--- config.mk ---
export PLATFORM = sky130hd
export DESIGN_NAME = mtec_queue
export DESIGN_NICKNAME = d
export VERILOG_FILES = /design/src/sv/mtec_pkg.sv /design/src/sv/mtec_queue.sv
export VERILOG_INCLUDE_DIRS = /design/src /design/src/sv
export SDC_FILE = /design/constraint.sdc
export NUM_CORES = 1
export LEC_CHECK = 0
export ABC_AREA = 1
export BUFFER_PORTS_ARGS = -buffer_cell sky130_fd_sc_hd__buf_2
export CORE_MARGIN = 2
export CORE_UTILIZATION = 45
export DETAILED_ROUTE_END_ITERATION = 6
export PLACE_DENSITY = 0.73
export SETUP_SLACK_MARGIN = 0.3
export SYNTH_ARGS = -nofsm -noshare
export SYNTH_HDL_FRONTEND = slang
export SYNTH_SLANG_ARGS = --single-unit
--- constraint.sdc ---
create_clock -name clk -period 4.5 [get_ports clk]
set_input_delay 0.675 -clock clk [delete_from_list [all_inputs] [get_ports clk]]
set_output_delay 0.675 -clock clk [all_outputs]
set_load 0.1 [all_outputs]
--- src/sv/mandelbrot_tile_escape_count_top_defines.svh ---
// ----------------------------------------------------------------------------
// mandelbrot tile escape counter: assertion macros
// clocked on clk, disabled while rst_n is low; empty under synthesis
// ----------------------------------------------------------------------------
`ifndef MANDELBROT_TILE_ESCAPE_COUNT_TOP_DEFINES_SVH
`define MANDELBROT_TILE_ESCAPE_COUNT_TOP_DEFINES_SVH

`ifndef SYNTHESIS
// property must hold at every clock edge out of reset
`define MTEC_ASSERT(lbl, prop, msg) \
    lbl: assert property (@(posedge clk) disable iff (!rst_n) (prop)) else $error(msg);
// condition must never be seen at a clock edge out of reset
`define MTEC_NEVER(lbl, cond, msg) \
    lbl: assert property (@(posedge clk) disable iff (!rst_n) !(cond)) else $error(msg);
`else
`define MTEC_ASSERT(lbl, prop, msg)
`define MTEC_NEVER(lbl, cond, msg)
`endif

`endif

--- src/sv/mtec_pkg.sv ---
`timescale 1ns / 1ps
// ----------------------------------------------------------------------------
// mtec_pkg
// fixed-point widths, register indexes and the point type shared by the
// front end, the point queue and the iteration core
// ----------------------------------------------------------------------------
package mtec_pkg;

    // field widths
    localparam int COORD_W = 36;
    localparam int PIX_W   = 9;
    localparam int ZOOM_W  = 5;
    localparam int STEPS_W = 9;
    localparam int IDX_W   = 2;

    // fixed-point format: Q.28 coordinates, Q.56 products
    localparam int FRAC_BITS = 28;
    localparam int ZOOM_MAX  = 28;
    // c width: center plus pixel offset of up to 2^13 times 2^28
    localparam int C_W = 44;
    // signed pixel offset from the tile center
    localparam int OFF_W = 14;
    // z while not escaped stays within +-2 in Q.28
    localparam int Z_W = 31;
    localparam int P_W = 2 * Z_W;

    localparam logic signed [C_W-1:0] TWO_Q28     = 44'sd536870912;
    localparam logic signed [C_W-1:0] NEG_TWO_Q28 = -44'sd536870912;
    localparam logic signed [P_W-1:0] FOUR_Q56    = 62'sd288230376151711744;

    // configuration register indexes
    typedef enum logic [IDX_W-1:0] {
        REG_CENTER_REAL = 2'd0,
        REG_CENTER_IMAG = 2'd1,
        REG_ZOOM_LEVEL  = 2'd2
    } reg_idx_t;

    // point c handed from front end to core
    typedef struct packed {
        logic signed [C_W-1:0] cr;
        logic signed [C_W-1:0] ci;
    } cpt_t;

endpackage

--- src/sv/mtec_queue.sv ---
`timescale 1ns / 1ps
// ----------------------------------------------------------------------------
// mtec_queue
// two-entry queue of points between front end and iteration core
// ----------------------------------------------------------------------------
`include "mandelbrot_tile_escape_count_top_defines.svh"

module mtec_queue (
    input  logic            clk,
    input  logic            rst_n,
    input  logic            push,
    input  mtec_pkg::cpt_t  push_data,
    output logic            full,
    input  logic            pop,
    output logic            avail,
    output mtec_pkg::cpt_t  pop_data
);

    mtec_pkg::cpt_t mem [2];
    logic           wr_ptr_reg;
    logic           rd_ptr_reg;
    logic [1:0]     cnt_reg;
    logic [1:0]     cnt_next;

    assign full     = (cnt_reg == 2'd2);
    assign avail    = (cnt_reg != 2'd0);
    assign pop_data = mem[rd_ptr_reg];

    // entry storage
    always_ff @(posedge clk)
    begin
        if (push)
            mem[wr_ptr_reg] <= push_data;
    end

    // occupancy
    always_comb
    begin
        cnt_next = cnt_reg;
        if (push && !pop)
            cnt_next = cnt_reg + 2'd1;
        else if (pop && !push)
            cnt_next = cnt_reg - 2'd1;
    end

    // pointers and count
    always_ff @(posedge clk or negedge rst_n)
    begin
        if (!rst_n)
        begin
            wr_ptr_reg <= 1'b0;
            rd_ptr_reg <= 1'b0;
            cnt_reg    <= 2'd0;
        end
        else
        begin
            if (push)
                wr_ptr_reg <= ~wr_ptr_reg;
            if (pop)
                rd_ptr_reg <= ~rd_ptr_reg;
            cnt_reg <= cnt_next;
        end
    end

    `MTEC_NEVER(a_q_over, cnt_reg == 2'd3, "point queue over capacity")
    `MTEC_NEVER(a_q_under, pop && (cnt_reg == 2'd0), "pop from empty point queue")

endmodule

Yosys cells after proc, flatten, opt, wreduce, memory -nomap -nowiden. Memory sizes are Yosys's and may differ from the RTL's. Cells that the tools add are included. Widths: inputs -> output; s select.

Register bits: 4. Memory bits (writable): 176. Input bits: 92. Output and inout bits: 90. Word-level logic and storage cells: 19. Memories kept: 1.

Memories: mem (words 2, width 88, read ports 1, clocked after Yosys merged registers in 0, write ports 1, RTL line mtec_queue.sv:19) `mtec_pkg::cpt_t mem [2];`.

Add/subtract/negate cells: 2. Equal/unequal tests: 1. Multiplexer cells: 4. Bitwise logic cells: 2. Reductions and logical operators: 6.

Operators by type and width (number): $mux 2 (2); $reduce_bool 2->1 (2); $add 2x1->2 const B (1); $eq 2x2->1 const B (1); $logic_and 1x1->1 (2); $logic_not 1->1 (2); $mux 1 (2); $not 1->1 (2); $sub 2x1->2 const B (1).

Longest topological paths before layout.
Depth after elaboration: 4. Depth in mapped cells: 7. Gate-level depth less buffers: 7.

Least setup slack after synthesis. Ideal clock, no wire load.

Path kind: input port to flip-flop. Start point: in push. End point: mem mem[0][0] (netlist bit), enable pin. Library setup time: 0.537 ns. Arrival: 4.400 ns. Required time: 3.963 ns. Slack: -0.438 ns. Cell stages on the path: 2. Path buffers: 0. Path through: inv_1 -> nor2_1.

Word-level cells in the longest chain between the ends: 2.

Ends and longest elaborated chain: start: declaration (RTL line mtec_queue.sv:11) `input logic push,`; $mux 1 (RTL line mtec_queue.sv:32) `if (push)`; $mux 1 (not written as such) (RTL line mtec_queue.sv:33) `mem[wr_ptr_reg] <= push_data;`; end: declaration (RTL line mtec_queue.sv:19).

No other way between the ends.

==> load_flow_metrics.sql <==
INSERT INTO impl_metrics (metric_group, metric, value, unit) VALUES
('sta', 'hold_viol', '0', ''),
('synthesis', 'postSynthCellCount', '299', ''),
('synthesis', 'post_synth_net_total', '392', ''),
('drt', 'vias', '3312', ''),
('setup_path', 'r2r_cells', '2', ''),
('drt', 'antenna_left', '0', ''),
('synthesis', 'count_of_distinct_cell_types_in_the_synthesized_netlist', '14', ''),
('setup_path', 'r2r_setup_slack', '2.65', 'ns'),
('cts', 'ctsLongestPathBuffers', '2', ''),
('cts', 'cts-buffers-inserted', '17', ''),
('drt', 'drtPass1Iterations', '4', ''),
('die', 'start_util', '45.7', '%'),
('job', 'maxCapViolations', '0', ''),
('global_route', 'grt.total_usage', '14.8', '%'),
('setup_path', 'worst-setup-path-type', 'flip-flop to output port', ''),
('sta', 'setup_tns', '0', 'ns'),
('cts', 'cts.reportedPaths.clkPinSlew', '0.06', 'ns'),
('global_route', 'antenna_violations_before_repair', '0', ''),
('sta', 'clock_skew', '0.00721', 'ns'),
('place', 'place.port_buffers', '181', ''),
('cts', 'ctsRootBufferMaster', 'sky130_fd_sc_hd__clkbuf_16', ''),
('global_route', 'grt_first_pass_wirelength', '17800', 'microns'),
('drt', 'route.final.wire_length', '11200', 'microns'),
('place', 'gpl_wtd_cong', '0.717', ''),
('drt', 'drc', '0', ''),
('die', 'die-height', '125', 'microns'),
('sta', 'finalSetupViolCount', '0', ''),
('sta', 'layout_min_cycle_time', '3.18', 'ns'),
('global_route', 'grt_overflow', '0', ''),
('cts', 'cts_htree_levels', '4', ''),
('synthesis', 'synth_seq_cells', '180', ''),
('sta', 'unrepaired_setup_endpoints_after_global_routing', 'no', ''),
('cts', 'postCtsSetupBuffers', '0', ''),
('place', 'dp_hpwl', '7300', 'microns'),
('setup_path', 'worst_r2r_endpoint', 'mem[0][12]', ''),
('global_route', 'first_global_vias', '3578', ''),
('drt', 'route.detailed.vias_per_inst', '4.79', ''),
('setup_path', 'critical_path.endpoint_type', 'output port', ''),
('hold_path', 'min_path_type', 'input pin to asynchronous set/reset pin', ''),
('cts', 'clock_sinks', '180', ''),
('cells_and_area', 'antenna-diode-count', '0', ''),
('die', 'dieWidth', '125', 'microns'),
('cells_and_area', 'area_growth', '24.8', '%'),
('die', 'io_pins', '182', ''),
('sta', 'tightestPinTransition', '1.16', 'ns'),
('sta', 'max_slew_margin', '22.6', '%'),
('sta', 'maxSlewViolCount', '0', ''),
('die', 'dieArea', '15600', 'sq um'),
('synthesis', 'async_reset_ff_share', '2.22', '%'),
('cts', 'cts-resized-gates', '0', ''),
('synthesis', 'ys_dominant_reg_cell', 'sky130_fd_sc_hd__edfxtp_1', ''),
('synthesis', 'syn_area_per_cell', '22.0', 'sq um'),
('setup_path', 'crit_end', 'pop_data[17]', ''),
('cts', 'clk-insertion-delay-late', '0.41', 'ns'),
('drt', 'drt_iter0_markers', '181', ''),
('die', 'core', '14400', 'sq um'),
('setup_path', 'required_time_of_the_critical_path', '3.83', 'ns'),
('synthesis', 'synth-edff-count', '176', ''),
('die', 'fp-row-count', '44', ''),
('cells_and_area', 'multiInputGateArea', '1120', 'sq um'),
('setup_path', 'setup.worst_path.start_class', 'flip-flop', ''),
('sta', 'finalCritPeriodShare', '70.6', '%'),
('cells_and_area', 'sequential_cell_area', '5390', 'sq um'),
('cells_and_area', 'flip_flop_count_of_the_largest_register_after_layout', '176', ''),
('cts', 'clock_tree_from_tritoncts', 'yes', ''),
('drt', 'routedWlPerCell', '16.2', 'microns'),
('status', 'status', 'complete, no violations', ''),
('cells_and_area', 'num-nets-final', '587', ''),
('cells_and_area', 'fill_cells', '1110', ''),
('setup_path', 'startpoint', 'rd_ptr_reg', ''),
('synthesis', 'synth_area', '6590', 'sq um'),
('cts', 'postCtsHoldBufs', '0', ''),
('global_route', 'grt_start_max_net_pins', '89', ''),
('sta', 'max_clock_freq', '315', 'MHz'),
('setup_path', 'cp_max_fo', '61', ''),
('synthesis', 'synth-warning-count', '0', ''),
('setup_path', 'critical_r2r_launch', 'wr_ptr_reg', ''),
('synthesis', 'seq_area_frac_synth', '81.7', '%'),
('cells_and_area', 'drive_above_1_share', '60.4', '%'),
('setup_path', 'crit_arrival', '2.50', 'ns');
synth_stat cells (2+ instances only):
master                     number  area, sq um
sky130_fd_sc_hd__dfrtp_1        4          100
sky130_fd_sc_hd__buf_6          3         33.8
sky130_fd_sc_hd__edfxtp_1     176         5290
sky130_fd_sc_hd__mux2_2        78          878
sky130_fd_sc_hd__buf_2          7         35.0
sky130_fd_sc_hd__inv_1          7         26.3
sky130_fd_sc_hd__xor2_1         2         17.5
sky130_fd_sc_hd__nor2_1         2         7.51
sky130_fd_sc_hd__nand2_1        6         22.5
sky130_fd_sc_hd__mux2_4        10          150
cell usage in the layout (no fill, tap or decap), types with 2 or more instances in the layout:
cell type and instances:
sky130_fd_sc_hd__edfxtp_1 176, sky130_fd_sc_hd__dfrtp_1 3, sky130_fd_sc_hd__clkinv_4 3, sky130_fd_sc_hd__nand2_1 6
sky130_fd_sc_hd__inv_1 6, sky130_fd_sc_hd__mux2_2 78, sky130_fd_sc_hd__mux2_4 10, sky130_fd_sc_hd__buf_4 5
sky130_fd_sc_hd__buf_2 181, sky130_fd_sc_hd__xor2_1 2, sky130_fd_sc_hd__clkbuf_1 2, sky130_fd_sc_hd__clkbuf_16 17
sky130_fd_sc_hd__clkinv_2 6, sky130_fd_sc_hd__clkinvlp_4 3
worst min path at each step:
stage / start / endpoint / cells past startpoint
3_3_place_gp: cnt_reg[1] / cnt_reg[1] / 2
5_1_grt: rst_n / cnt_reg[0] / 1
6_report: rst_n / cnt_reg[0] / 1
3_5_place_dp: cnt_reg[1] / cnt_reg[1] / 2
2_1_floorplan: rst_n / cnt_reg[0] / 0
4_1_cts: rst_n / cnt_reg[0] / 1
stage by stage:
stage	setup WS, ns	std cells	hold WS, ns	area (sq um)	utilization (%)
after global placement	1.79	659	0.453	7710	53.4
after floorplan	1.09	299	0.379	6590	-
after CTS	1.29	691	0.0369	8230	57.0
final	1.32	691	0.0551	8230	57.0
after detailed placement	1.73	659	0.473	7710	53.4
after global routing	1.18	691	0.0345	8230	57.0
layout make-up:
type	instances	area share, %
flip-flops and latches	180	65.5
multi-input cells	102	13.6
repair buffers	186	11.5
clock buffers	19	5.26
well taps	184	2.80
clock inverters	13	1.05
inverters	7	0.335
per-layer routing:
layer / vias to the layer above / track usage, % / part of all wire, %
li1: 1565 / - / -
met1: 1603 / 16.9 / 41
met2: 123 / 25.2 / 51
met3: 21 / 4.96 / 6.4
met4: 0 / 6.86 / 2.0
met5: - / 0 / 0
kinds of logic after synthesis:
| group | share of synthesized area (%) |
|---|---|
| flip-flops | 81.7 |
| multiplexers | 15.6 |
| buffers and inverters | 1.44 |
| AND/OR/NAND/NOR | 0.627 |
| XOR/XNOR | 0.399 |
| adder cells (fa/ha/maj) | 0.190 |
critical path, stage by stage, from the launching register on:
cell	delay, ns
sky130_fd_sc_hd__dfrtp_4	1.01
sky130_fd_sc_hd__buf_4	0.37
sky130_fd_sc_hd__mux2_2	0.37
sky130_fd_sc_hd__buf_2	0.29
Power is not shown: default switching activity piles up to over one toggle a cycle in this logic, so the estimate is an artifact.
