## src/sv/mandelbrot_tile_escape_count_top_defines.svh

```systemverilog
// ----------------------------------------------------------------------------
// mandelbrot tile escape counter: assertion macros
// clocked on clk, disabled while rst_n is low; empty under synthesis
// ----------------------------------------------------------------------------
`ifndef MANDELBROT_TILE_ESCAPE_COUNT_TOP_DEFINES_SVH
`define MANDELBROT_TILE_ESCAPE_COUNT_TOP_DEFINES_SVH

`ifndef SYNTHESIS
// property must hold at every clock edge out of reset
`define MTEC_ASSERT(lbl, prop, msg) \
    lbl: assert property (@(posedge clk) disable iff (!rst_n) (prop)) else $error(msg);
// condition must never be seen at a clock edge out of reset
`define MTEC_NEVER(lbl, cond, msg) \
    lbl: assert property (@(posedge clk) disable iff (!rst_n) !(cond)) else $error(msg);
`else
`define MTEC_ASSERT(lbl, prop, msg)
`define MTEC_NEVER(lbl, cond, msg)
`endif

`endif

```

## src/sv/mtec_pkg.sv

```systemverilog
`timescale 1ns / 1ps
// ----------------------------------------------------------------------------
// mtec_pkg
// fixed-point widths, register indexes and the point type shared by the
// front end, the point queue and the iteration core
// ----------------------------------------------------------------------------
package mtec_pkg;

    // field widths
    localparam int COORD_W = 36;
    localparam int PIX_W   = 9;
    localparam int ZOOM_W  = 5;
    localparam int STEPS_W = 9;
    localparam int IDX_W   = 2;

    // fixed-point format: Q.28 coordinates, Q.56 products
    localparam int FRAC_BITS = 28;
    localparam int ZOOM_MAX  = 28;
    // c width: center plus pixel offset of up to 2^13 times 2^28
    localparam int C_W = 44;
    // signed pixel offset from the tile center
    localparam int OFF_W = 14;
    // z while not escaped stays within +-2 in Q.28
    localparam int Z_W = 31;
    localparam int P_W = 2 * Z_W;

    localparam logic signed [C_W-1:0] TWO_Q28     = 44'sd536870912;
    localparam logic signed [C_W-1:0] NEG_TWO_Q28 = -44'sd536870912;
    localparam logic signed [P_W-1:0] FOUR_Q56    = 62'sd288230376151711744;

    // configuration register indexes
    typedef enum logic [IDX_W-1:0] {
        REG_CENTER_REAL = 2'd0,
        REG_CENTER_IMAG = 2'd1,
        REG_ZOOM_LEVEL  = 2'd2
    } reg_idx_t;

    // point c handed from front end to core
    typedef struct packed {
        logic signed [C_W-1:0] cr;
        logic signed [C_W-1:0] ci;
    } cpt_t;

endpackage

```

## src/sv/mtec_front.sv

```systemverilog
`timescale 1ns / 1ps
// ----------------------------------------------------------------------------
// mtec_front
// holds the tile registers and maps each accepted pixel to its point c
// ----------------------------------------------------------------------------
module mtec_front #(
    parameter int TILE_SIZE = 512
) (
    input  logic                          clk,
    input  logic                          rst_n,
    input  logic                          cfg_we,
    input  logic [mtec_pkg::IDX_W-1:0]    cfg_index,
    input  logic [mtec_pkg::COORD_W-1:0]  cfg_data,
    input  logic                          in_valid,
    input  logic [mtec_pkg::PIX_W-1:0]    pixel_col,
    input  logic [mtec_pkg::PIX_W-1:0]    pixel_row,
    input  logic                          q_full,
    output logic                          q_push,
    output mtec_pkg::cpt_t                q_data
);

    localparam int HALF = TILE_SIZE / 2;
    localparam logic signed [mtec_pkg::OFF_W-1:0] HALF_S = mtec_pkg::OFF_W'(HALF);

    logic signed [mtec_pkg::COORD_W-1:0] center_real_reg;
    logic signed [mtec_pkg::COORD_W-1:0] center_imag_reg;
    logic [mtec_pkg::ZOOM_W-1:0]         zoom_reg;
    logic [mtec_pkg::ZOOM_W-1:0]         shift;
    logic signed [mtec_pkg::OFF_W-1:0]   off_col;
    logic signed [mtec_pkg::OFF_W-1:0]   off_row;
    logic signed [mtec_pkg::C_W-1:0]     step_col;
    logic signed [mtec_pkg::C_W-1:0]     step_row;

    // configuration registers
    always_ff @(posedge clk or negedge rst_n)
    begin
        if (!rst_n)
        begin
            center_real_reg <= '0;
            center_imag_reg <= '0;
            zoom_reg        <= '0;
        end
        else if (cfg_we)
        begin
            unique case (cfg_index)
                mtec_pkg::REG_CENTER_REAL: center_real_reg <= cfg_data;
                mtec_pkg::REG_CENTER_IMAG: center_imag_reg <= cfg_data;
                mtec_pkg::REG_ZOOM_LEVEL:  zoom_reg        <= cfg_data[mtec_pkg::ZOOM_W-1:0];
                default: ;
            endcase
        end
    end

    // pixel spacing shift, zoom clamped at one lsb
    always_comb
    begin
        if (zoom_reg > mtec_pkg::ZOOM_W'(mtec_pkg::ZOOM_MAX))
            shift = '0;
        else
            shift = mtec_pkg::ZOOM_W'(mtec_pkg::FRAC_BITS) - zoom_reg;
    end

    // offset from tile center scaled by the spacing
    assign off_col  = $signed(mtec_pkg::OFF_W'(pixel_col)) - HALF_S;
    assign off_row  = $signed(mtec_pkg::OFF_W'(pixel_row)) - HALF_S;
    assign step_col = mtec_pkg::C_W'(off_col) <<< shift;
    assign step_row = mtec_pkg::C_W'(off_row) <<< shift;

    // point c into the queue
    assign q_data.cr = mtec_pkg::C_W'(center_real_reg) + step_col;
    assign q_data.ci = mtec_pkg::C_W'(center_imag_reg) + step_row;
    assign q_push    = in_valid && !q_full;

endmodule

```

## config.mk

```make
export PLATFORM = sky130hd
export DESIGN_NAME = mtec_front
export DESIGN_NICKNAME = d
export VERILOG_FILES = /design/src/sv/mandelbrot_tile_escape_count_top_defines.svh /design/src/sv/mtec_pkg.sv /design/src/sv/mtec_front.sv
export SDC_FILE = /design/constraint.sdc
export NUM_CORES = 1
export LEC_CHECK = 0
export BUFFER_PORTS_ARGS = -buffer_cell sky130_fd_sc_hd__buf_4
export CAP_MARGIN = 20
export CORE_ASPECT_RATIO = 1.4
export CORE_MARGIN = 2
export CORE_UTILIZATION = 45
export CTS_BUF_LIST = sky130_fd_sc_hd__clkbuf_2 sky130_fd_sc_hd__clkbuf_4 sky130_fd_sc_hd__clkbuf_8
export CTS_CLUSTER_SIZE = 30
export DETAILED_ROUTE_END_ITERATION = 8
export HOLD_SLACK_MARGIN = 0.08
export PLACE_DENSITY_LB_ADDON = 0.05
export SLEW_MARGIN = 30
export SYNTH_ARGS = -nofsm -noshare
export SYNTH_HDL_FRONTEND = slang
export SYNTH_SLANG_ARGS = --single-unit
```

## constraint.sdc

```tcl
create_clock -name clk -period 10.2 [get_ports clk]
set_input_delay 1.53 -clock clk [delete_from_list [all_inputs] [get_ports clk]]
set_output_delay 1.53 -clock clk [all_outputs]
set_load 0.1 [all_outputs]
```

; ---- Yosys cells after proc, flatten, opt, wreduce, memory -nomap -nowiden
; Cells that the tools add are included.
[classes]
n_addsub = 5
n_lt_le_gt_ge = 1
n_eq_ne = 2
n_shift = 2
n_mux = 1
n_reduce_logical = 6
[op_table]
columns = operator, count
row1 = 36-bit by 44-bit adder with 44-bit output, 2
row2 = 10-bit by 5-bit <<< shifter with 44-bit output, 2
row3 = 9-bit by 9-bit subtractor with 10-bit output (second input constant), 2
row4 = 2-bit AND reduction, 3
row5 = 5-bit greater-than comparator (second input constant), 1
row6 = 5-bit two-way mux, 1
row7 = 5-bit subtractor (first input constant), 1
row8 = 2-bit by 1-bit == test with 1-bit output (second input constant), 1
row9 = 2-bit == test (second input constant), 1
row10 = 2-bit zero test, 1
row11 = 1-bit logical AND, 1
row12 = 1-bit zero test, 1
[totals]
register_bits = 77
input_bits = 61
word_cells = 20

; ---- Logic depth before layout (Yosys ltp)
; Gate-level depths: netlist of run 1.
[logic_depth]
depth_word = 4
depth_mapped = 23
depth_no_buf = 21

; ---- Worst setup path before layout of run 1
; OpenSTA, ideal clock, no wires.
[synth_timing]
path_type = input to output
from = input port pixel_row[8] (netlist bit)
to = output port q_data[40] (netlist bit)
t_arrival_ns = 6.905
slack_ns = 1.765
stages = 16
n_path_buf = 1
cell_sequence = clkbuf_1 inv_1 mux4_2 o21ai_0 o22ai_1 and2_1 ha_1 and3_1 a22o_1 nand2_1 o21ai_2 o2111ai_1 a211oi_1 nor2_1 o21ai_0 a311oi_1
[synth_lines]
columns = item, line
row1 = from (decl), mtec_front.sv:16  ; input logic [mtec_pkg::PIX_W-1:0] pixel_row,
row2 = to (decl), mtec_front.sv:19  ; output mtec_pkg::cpt_t q_data

==> results of run 1 <==
layer usage:
layer	global-route usage, %	vias to the layer above	share of wire (%)
met4	10.9	0	3.3
li1	-	4346	-
met2	46.9	261	49
met3	2.62	59	4.3
met5	0	-	0
met1	35.6	4121	44
worst max-delay path: stages:
cell and delay, ns:
buf_4 0.19, inv_1 0.14, mux4_2 0.49, o21ai_0 0.48
o22ai_1 0.27, and2_1 0.22, ha_1 0.37, and3_1 0.28
a22o_1 0.21, nand2_1 0.08, o21ai_2 0.09, o2111ai_1 0.19
a211oi_1 0.43, nor2_1 0.15, o211a_1 0.24, a311oi_1 0.24
buf_4 0.33
metrics by stage:
step,hold slack [ns],worst slack [ns],instance area [um^2]
after floorplan,0.486,1.76,9030
after global placement,0.497,2.78,10300
after detailed placement,0.502,2.77,10300
after CTS,0.523,2.56,10600
after global routing,0.533,2.33,10600
final,0.519,2.73,10600
cell type report:
type / count / share of cell area (%)
Timing Repair Buffer: 156 / 11.1
Antenna cell: 1 / 0.0237
Inverter: 21 / 0.746
Clock inverter: 5 / 1.01
Sequential cell: 77 / 18.2
Tap cell: 252 / 2.99
Clock buffer: 11 / 1.37
Multi-Input combinational cell: 968 / 64.5
worst min-delay path by stage:
stage	start	to	depth (start not counted)	slack, ns
CTS	center_imag_reg[17]	center_imag_reg[17]	1	0.52
global route	center_imag_reg[17]	center_imag_reg[17]	1	0.53
detailed placement	center_real_reg[22]	center_real_reg[22]	1	0.50
floorplan	center_imag_reg[0]	center_imag_reg[0]	1	0.49
global placement	center_imag_reg[16]	center_imag_reg[16]	1	0.50
finish	center_imag_reg[17]	center_imag_reg[17]	1	0.52
cells in the final DEF (no fill, tap or decap), drive strengths merged, types with 4 or more instances in the layout:
cell type	synthesis	final
a31o	4	4
o211ai	6	6
ha	83	83
mux2	80	80
dfrtp	77	77
o21a	7	7
nand4	17	17
o21ai	80	80
and2	5	5
nor2	120	120
nor3	18	18
inv	21	22
xor2	29	29
nand2	94	94
a211oi	10	10
o21bai	18	18
a21oi	114	114
a22oi	5	5
mux2i	28	28
a21o	59	59
xnor2	44	44
nor3b	5	5
or3	4	4
a31oi	15	15
nand2b	9	9
nand3	26	26
o22ai	12	12
or2	7	7
clkbuf	47	11
and3	14	14
nor2b	11	11
buf	12	156
logic make-up (layout without fill, tap and decap cells):
group / count (synthesis) / after routing
flip-flops: 77 / 77
adder cells (fa/ha/maj): 85 / 85
AO/OA/AOI/OAI: 361 / 361
XOR/XNOR: 73 / 73
multiplexers: 110 / 110
AND/OR/NAND/NOR: 339 / 339
other: 0 / 1
buffers and inverters: 80 / 193
==> run summary, run 1 <==
status: finished clean
Yosys Warn Count: 0
worst setup path endpoint: q_data[40]
vias post-DR: 8787
Synth Area per Inst: 8.03 um^2
Post-Synth XOR/XNOR Area: 7.08%
wire length of the first global-routing pass: 45.0 mm
Post-CTS Setup Inserts: 0
Area contributors post-synth: dfrtp_1 (21%), ha_1 (11%), mux2_2 (10%), a21oi_1 (6.3%), nor2_1 (5.0%)
share of flip-flops with an asynchronous set or reset: 100%
IO Pins: 150
vias in the first global route: 8371
fin crit period: 7.47 ns
FF+latch area: 1930 um^2
Final ANT Viol Nets: 0
CP Capture Type: output port
row cnt: 61
post-CTS resize count: 0
worst reg-to-reg setup slack: 9.28 ns
Starting Density: 45.7%
HP Class: register to register
Slew HR: 44.0%
crit path kind: primary input to output port
Clock transition at path regs: 0.08 ns
post-synth cell types: 66
drt drc: 0
EDFF count, synth: 0
IO Port Bufs: 149
Worst Setup SP: pixel_row[8]
#FFs+latches synth: 77
ys flop type: dfrtp_1
multiplexer share of the synthesized area: 13.6%
Longest Clk Path Bufs: 2
post-synthesis simple-gate area fraction: 17.2%
unrepaired setup endpoints after global routing: no
WP data required: 8.67 ns
Area Overhead vs Synth: 16.9%
Slew Limit Fails: 0
CTS tree: yes
FMAX: 134 MHz
GRT Total Usage: 27.5%
startpoint types: primary input
Fill cells: 1974
Skew-Pair Late Insertion Delay: 0.36 ns
Worst Tran Pin Value: 0.841 ns
Mapped Area: 9030 um^2
fin util: 53.4%
Yosys top cell area share: 21.3%
die outline height: 172 um
initial antenna violation count: 1
Max-cap violations: 0
share of layout cells above drive strength 1: 22.6%
GPL Wtd Cong: 0.988
Overflow after GRT: 0
area of the multi-input gates: 6810 um^2
most frequent cell after synthesis: nor2_1
drt initial violations: 535
Mapped Cells: 1125
critical path arrival: 5.94 ns
Final Cycle Share: 73.3%
area leader, netlist: dfrtp_1
Pre-Repair DR Iteration Count: 5
WL/cell: 19.6 um
Inserted Clock Buffers: 9
largest net degree at the start of global routing: 49
Cell Count, Final, Fillers Out: 1491
DP Cell Count: 1474
most instantiated cells after synthesis: nor2_1 (120), a21oi_1 (113), nand2_1 (94), ha_1 (83), mux2_2 (80)
Post-Synth Adder-Cell Area: 11.9%
Setup-failing EPs final: 0
R2R depth: 1
Synth Area in Compound Gates: 25.5%
largest family of logic cells by synthesized area: compound AO/OA/AOI/OAI gates
hold buffer count at cts: 0
Post-Route Skew: 0 ns
HPWL Detailed: 23.5 mm
Hold Vio Cnt, Final: 0
die footprint: 21200 um^2
htree depth: 3
total routed wirelength: 29.2 mm
Worst R2R Start: center_real_reg[35]
die width: 124 um
core area: 19800 um^2
Seq/Total Area, Yosys: 21.3%
syn nets: 1271
CTS root buffer: clkbuf_8
final net count: 1379
vias per cell: 5.89
r2r endpoint: center_real_reg[35]
clk sinks: 77
CP Max Fanout: 16
setup TNS: 0 ns
Power of run 1 is left out: the tool's default activity adds up to more than one toggle a clock period on the data nets, which glitch-free logic cannot reach.
==> run 2: changes to the inputs <==
==> constraint.sdc (replaced) <==
create_clock -name clk -period 7.77 [get_ports clk]
set_input_delay 1.1655 -clock clk [delete_from_list [all_inputs] [get_ports clk]]
set_output_delay 1.1655 -clock clk [all_outputs]
set_load 0.1 [all_outputs]
==> run 2 against run 1 <==
Compared with the run above: worst setup slack worse by 2.1 ns; critical path type is now register to output port; non-clock buffer count is 2 higher; clock skew stayed put; flip-flop and latch count stayed put; first-iteration DRC count up 6.7%.
==> run summary, run 2 (same netlist as run 1, synthesis figures left out) <==
fin crit period: 7.17 ns
ANT cells: 0 (-1)
Cell Count, Final, Fillers Out: 1491 (unchanged)
vias per cell: 5.88 (-0.18%)
Starting Density: 45.7% (unchanged)
drt initial violations: 571 (+6.7%)
Slew HR: 36.8% (-7.1 points)
Overflow after GRT: 0 (unchanged)
Worst Hold Depth: 1 (unchanged)
Post-CTS Setup Inserts: 0 (unchanged)
WL/cell: 19.3 um (-1.4%)
startpoint types: register
IO Pins: 150 (unchanged)
met2 Use GR: 46.8% (-0.048 points)
Longest Clk Path Bufs: 2 (unchanged)
critical-path cell list: inv_1, ha_1, nor2b_1, a21o_1, mux4_2, mux2i_1, nor2_1, o21ai_0, o21ai_0, ha_1, nand2_1, nor3_1, nand2_1, o21ai_2, o2111ai_1, a211oi_1, nor2_1, o211a_1, a311oi_1, buf_4
Max-cap violations: 0 (unchanged)
vias post-DR: 8771 (-0.18%)
r2r endpoint: center_real_reg[35]
Setup-failing EPs final: 0 (unchanged)
post-CTS resize count: 0 (unchanged)
DP Cell Count: 1476 (+0.14%)
CTS tree: yes
Hold Vio Cnt, Final: 0 (unchanged)
R2R depth: 1 (unchanged)
GR Layer Usage met3: 2.92% (+0.30 points)
hold buffer count at cts: 0 (unchanged)
commonest non-fill, non-tap cell in the layout: buf_4
IO Port Bufs: 149 (unchanged)
HPWL Detailed: 23.5 mm (-0.14%)
die width: 124 um (unchanged)
Hold Path Origin: center_real_reg[19]
setup TNS: 0 ns (unchanged)
Post-Route Skew: 0 ns (unchanged)
worst reg-to-reg setup slack: 6.85 ns (-2.43 ns)
CTS root buffer: clkbuf_8
initial antenna violation count: 0 (-1)
Inserted Clock Buffers: 9 (unchanged)
fin area: 10600 um^2 (about the same)
GRT Total Usage: 27.3% (-0.24 points)
Area Overhead vs Synth: 16.9% (about the same)
core area: 19800 um^2 (unchanged)
htree depth: 3 (unchanged)
unrepaired setup endpoints after global routing: no
CP Max Fanout: 29 (+13)
Pre-Repair DR Iteration Count: 5 (unchanged)
die outline height: 172 um (unchanged)
Final Cycle Share: 92.3%
Clock transition at path regs: 0.08 ns (about the same)
HP Class: register to register
die footprint: 21200 um^2 (unchanged)
Final ANT Viol Nets: 0 (unchanged)
drt drc: 0 (unchanged)
critical path arrival: 6.01 ns (+0.07 ns)
slowest library cell on the worst path: a21o_1
Worst Tran Pin Value: 0.948 ns (+0.107 ns)
global route hottest layer: met2
Slew Limit Fails: 0 (unchanged)
Worst R2R Start: center_real_reg[35]
Worst Hold End: center_real_reg[19]
GPL Wtd Cong: 0.927 (-6.2%)
final net count: 1381 (+0.15%)
WP data required: 6.60 ns (-2.07 ns)
Crit path largest cell delay: 0.77 ns (+0.28 ns)
fin util: 53.4% (about the same)
clk sinks: 77 (unchanged)
placed inst area: 10300 um^2 (+0.27%)
Skew-Pair Late Insertion Delay: 0.36 ns (about the same)
grt met1 use: 34.7% (-0.85 points)
CP Capture Type: output port
total routed wirelength: 28.8 mm (-1.4%)
largest net degree at the start of global routing: 50 (+2.0%)
share of layout cells above drive strength 1: 22.7% (+0.062 points)
wire length of the first global-routing pass: 44.9 mm (-0.25%)
vias in the first global route: 8509 (+1.6%)
row cnt: 61 (unchanged)
status: finished clean
commonest cells after routing, fill and taps aside: buf_4 (157), nor2_1 (120), a21oi_1 (113), nand2_1 (94), ha_1 (83)
FMAX: 139 MHz
crit path kind: register to output port
run 2: layout make-up:
cell class              count  area (um^2)
clock buffers              10          138
clock inverters             5         83.8
fillers                  1966         9210
inverters                  21         78.8
multi-input cells         968         6830
flip-flops and latches     77         1930
well taps                 252          315
repair buffers            158         1190
run 2: how the worst max path moves through the flow:
stage                             from         end  depth (start not counted)
after floorplan           pixel_row[8]  q_data[40]                         16
after global routing       zoom_reg[0]  q_data[40]                         20
after CTS                  zoom_reg[4]  q_data[40]                         19
after detailed placement   zoom_reg[4]  q_data[40]                         19
after global placement     zoom_reg[4]  q_data[40]                         19
final                      zoom_reg[0]  q_data[40]                         20
run 2: worst max-delay path: cells and delay by family, from the launching register on:
kind | cells | cell delay [ns]
fa+ha+maj | 2 | 0.67
buf+inv | 2 | 0.41
mux | 2 | 0.82
compound gates | 8 | 2.30
flops | 1 | 0.45
simple gates | 6 | 0.98
run 2: per-layer routing:
layer  part of all wire (%)  vias to the layer above
li1                       -                     4333
met3                    4.3                       61
met1                     44                     4116
met2                     49                      261
met5                      0                        -
met4                    3.2                        0
run 2: metrics by stage:
stage / setup WS, ns / hold WS [ns]
after global placement: 0.921 / 0.495
after CTS: 0.454 / 0.523
final: 0.596 / 0.519
after floorplan: 0.0638 / 0.486
after detailed placement: 0.904 / 0.501
after global routing: 0.174 / 0.533
Power of run 2 is left out for the same reason.
==> run 3: changes to the inputs <==
--- a/config.mk
+++ b/config.mk
@@ -9,7 +9,7 @@
 export CAP_MARGIN = 20
 export CORE_ASPECT_RATIO = 1.4
 export CORE_MARGIN = 2
-export CORE_UTILIZATION = 45
+export CORE_UTILIZATION = 40
 export CTS_BUF_LIST = sky130_fd_sc_hd__clkbuf_2 sky130_fd_sc_hd__clkbuf_4 sky130_fd_sc_hd__clkbuf_8
 export CTS_CLUSTER_SIZE = 30
 export DETAILED_ROUTE_END_ITERATION = 8
==> run 3 against run 2 <==
Compared with the run above: design area increased by 0.50%; wire length increased by 4.1%; final cell count increased by 3.5%; critical path depth increased by 1; critical endpoint unchanged; largest cell class unchanged.
==> run summary, run 3 (same netlist as run 1, synthesis figures left out) <==
status: finished clean
post-CTS resize count: 0 (unchanged)
Area Overhead vs Synth: 17.4%
Inserted Clock Buffers: 9 (unchanged)
htree depth: 3 (unchanged)
Setup-failing EPs final: 0 (unchanged)
IO Port Bufs: 149 (unchanged)
HP Class: register to register
unrepaired setup endpoints after global routing: no
drt initial violations: 437 (-23%)
ANT cells: 0 (unchanged)
Final Cycle Share: 93.3% (+0.94 points)
Longest Clk Path Bufs: 2 (unchanged)
WP data required: 6.60 ns (about the same)
Hold Vio Cnt, Final: 0 (unchanged)
Slew Limit Fails: 0 (unchanged)
WL/cell: 19.4 um (+0.59%)
share of layout cells above drive strength 1: 22.8% (+0.11 points)
core area: 22400 um^2 (+13%)
Crit path largest cell delay: 0.52 ns (-0.25 ns)
drt drc: 0 (unchanged)
Worst Tran Pin Value: 0.700 ns (-0.248 ns)
Max-cap violations: 0 (unchanged)
largest net degree at the start of global routing: 50 (unchanged)
IO Pins: 150 (unchanged)
Pre-Repair DR Iteration Count: 6 (+1)
clk sinks: 77 (unchanged)
vias post-DR: 8807 (+0.41%)
fin crit period: 7.25 ns (+0.0734 ns)
Slew HR: 53.0% (+16 points)
commonest non-fill, non-tap cell in the layout: buf_4
final net count: 1383 (+0.14%)
worst path bufs/invs: 3 (+1)
Post-CTS Setup Inserts: 0 (unchanged)
vias in the first global route: 8471 (-0.45%)
vias per cell: 5.71 (-3.0%)
GRT Total Usage: 25.2% (-2.1 points)
setup TNS: 0 ns (unchanged)
GPL Wtd Cong: 0.907 (-2.1%)
die outline height: 182 um (+5.9%)
total routed wirelength: 29.9 mm (+4.1%)
critical-path cell list: inv_1, ha_1, nor2b_1, a21o_1, buf_4, mux4_2, mux2i_1, nor2_1, o21ai_0, o21ai_0, ha_1, nand2_1, nor3_1, nand2_1, o21ai_2, o2111ai_1, a211oi_1, nor2_1, o211a_1, a311oi_1, buf_4
Overflow after GRT: 0 (unchanged)
critical path arrival: 6.08 ns (+0.07 ns)
commonest cells after routing, fill and taps aside: buf_4 (160), nor2_1 (120), a21oi_1 (113), nand2_1 (94), ha_1 (83)
hold buffer count at cts: 0 (unchanged)
Clock transition at path regs: 0.09 ns (about the same)
row cnt: 65 (+6.6%)
Starting Density: 40.4% (-5.3 points)
Skew-Pair Late Insertion Delay: 0.37 ns (about the same)
Final ANT Viol Nets: 0 (unchanged)
Post-Route Skew: 0 ns (unchanged)
slowest library cell on the worst path: a21o_1
wire length of the first global-routing pass: 46.8 mm (+4.1%)
CP Capture Type: output port
FMAX: 138 MHz (-1.0%)
crit path kind: register to output port
die width: 131 um (+5.9%)
CTS root buffer: clkbuf_8
HPWL Detailed: 24.2 mm (+3.2%)
Crit path max-delay family: compound AO/OA/AOI/OAI gates
initial antenna violation count: 0 (unchanged)
die footprint: 23800 um^2 (+12%)
startpoint types: register
CTS tree: yes
CP Max Fanout: 16 (-45%)
==> run 3: changes by cell type in the layout (fill, tap and decap cells not counted) <==
cell | before | now
buf_4 | 157 | 160
buf_6 | 1 | 0
clkbuf_8 | 10 | 9
clkinv_2 | 0 | 3
inv_6 | 1 | 0
mux2i_2 | 0 | 1
mux2i_4 | 1 | 0
o21ai_1 | 1 | 2
o21ai_2 | 3 | 2
==> run 3: per-layer routing <==
layer	share of wire (%)	GRT usage [%]	wire, um
met5	0	0	0
met2	50	43.0	14900
met3	3.5	1.80	1050
met4	3.0	8.26	888
met1	44	33.4	13200
==> run 3: area by class of cell <==
| type | count | area, um^2 |
|---|---|---|
| Clock inverter | 7 | 90.1 |
| Timing Repair Buffer | 160 | 1200 |
| Tap cell | 301 | 377 |
| Fill cell | 2306 | 11800 |
| Inverter | 21 | 78.8 |
| Multi-Input combinational cell | 968 | 6810 |
| Sequential cell | 77 | 1930 |
| Clock buffer | 9 | 124 |
==> run 3: worst paths after layout <==
check / from / end / slack (ns) / cells after the start
worst max-delay path: zoom_reg[0] / q_data[40] / 0.52 / 21
worst min-delay path: center_imag_reg[17] / center_imag_reg[17] / 0.52 / 1
worst max register to register: center_real_reg[35] / center_real_reg[35] / 6.85 / 1
worst min register to register: center_imag_reg[17] / center_imag_reg[17] / 0.52 / 1
max in group asynchronous: rst_n / center_real_reg[28] / 6.05 / 2
min in group asynchronous: rst_n / center_real_reg[5] / 0.73 / 1
==> run 3: stage by stage <==
step	hold WS (ns)	util [%]	instance area (um^2)	worst slack, ns	instances
2_1_floorplan	0.486	-	9030	0.0638	1125
3_3_place_gp	0.496	46.5	10400	0.839	1527
3_5_place_dp	0.503	46.5	10400	0.827	1527
4_1_cts	0.524	47.4	10600	0.372	1543
5_1_grt	0.537	47.4	10600	0.00498	1543
6_report	0.517	47.4	10600	0.522	1543
Power of run 3 is left out for the same reason.
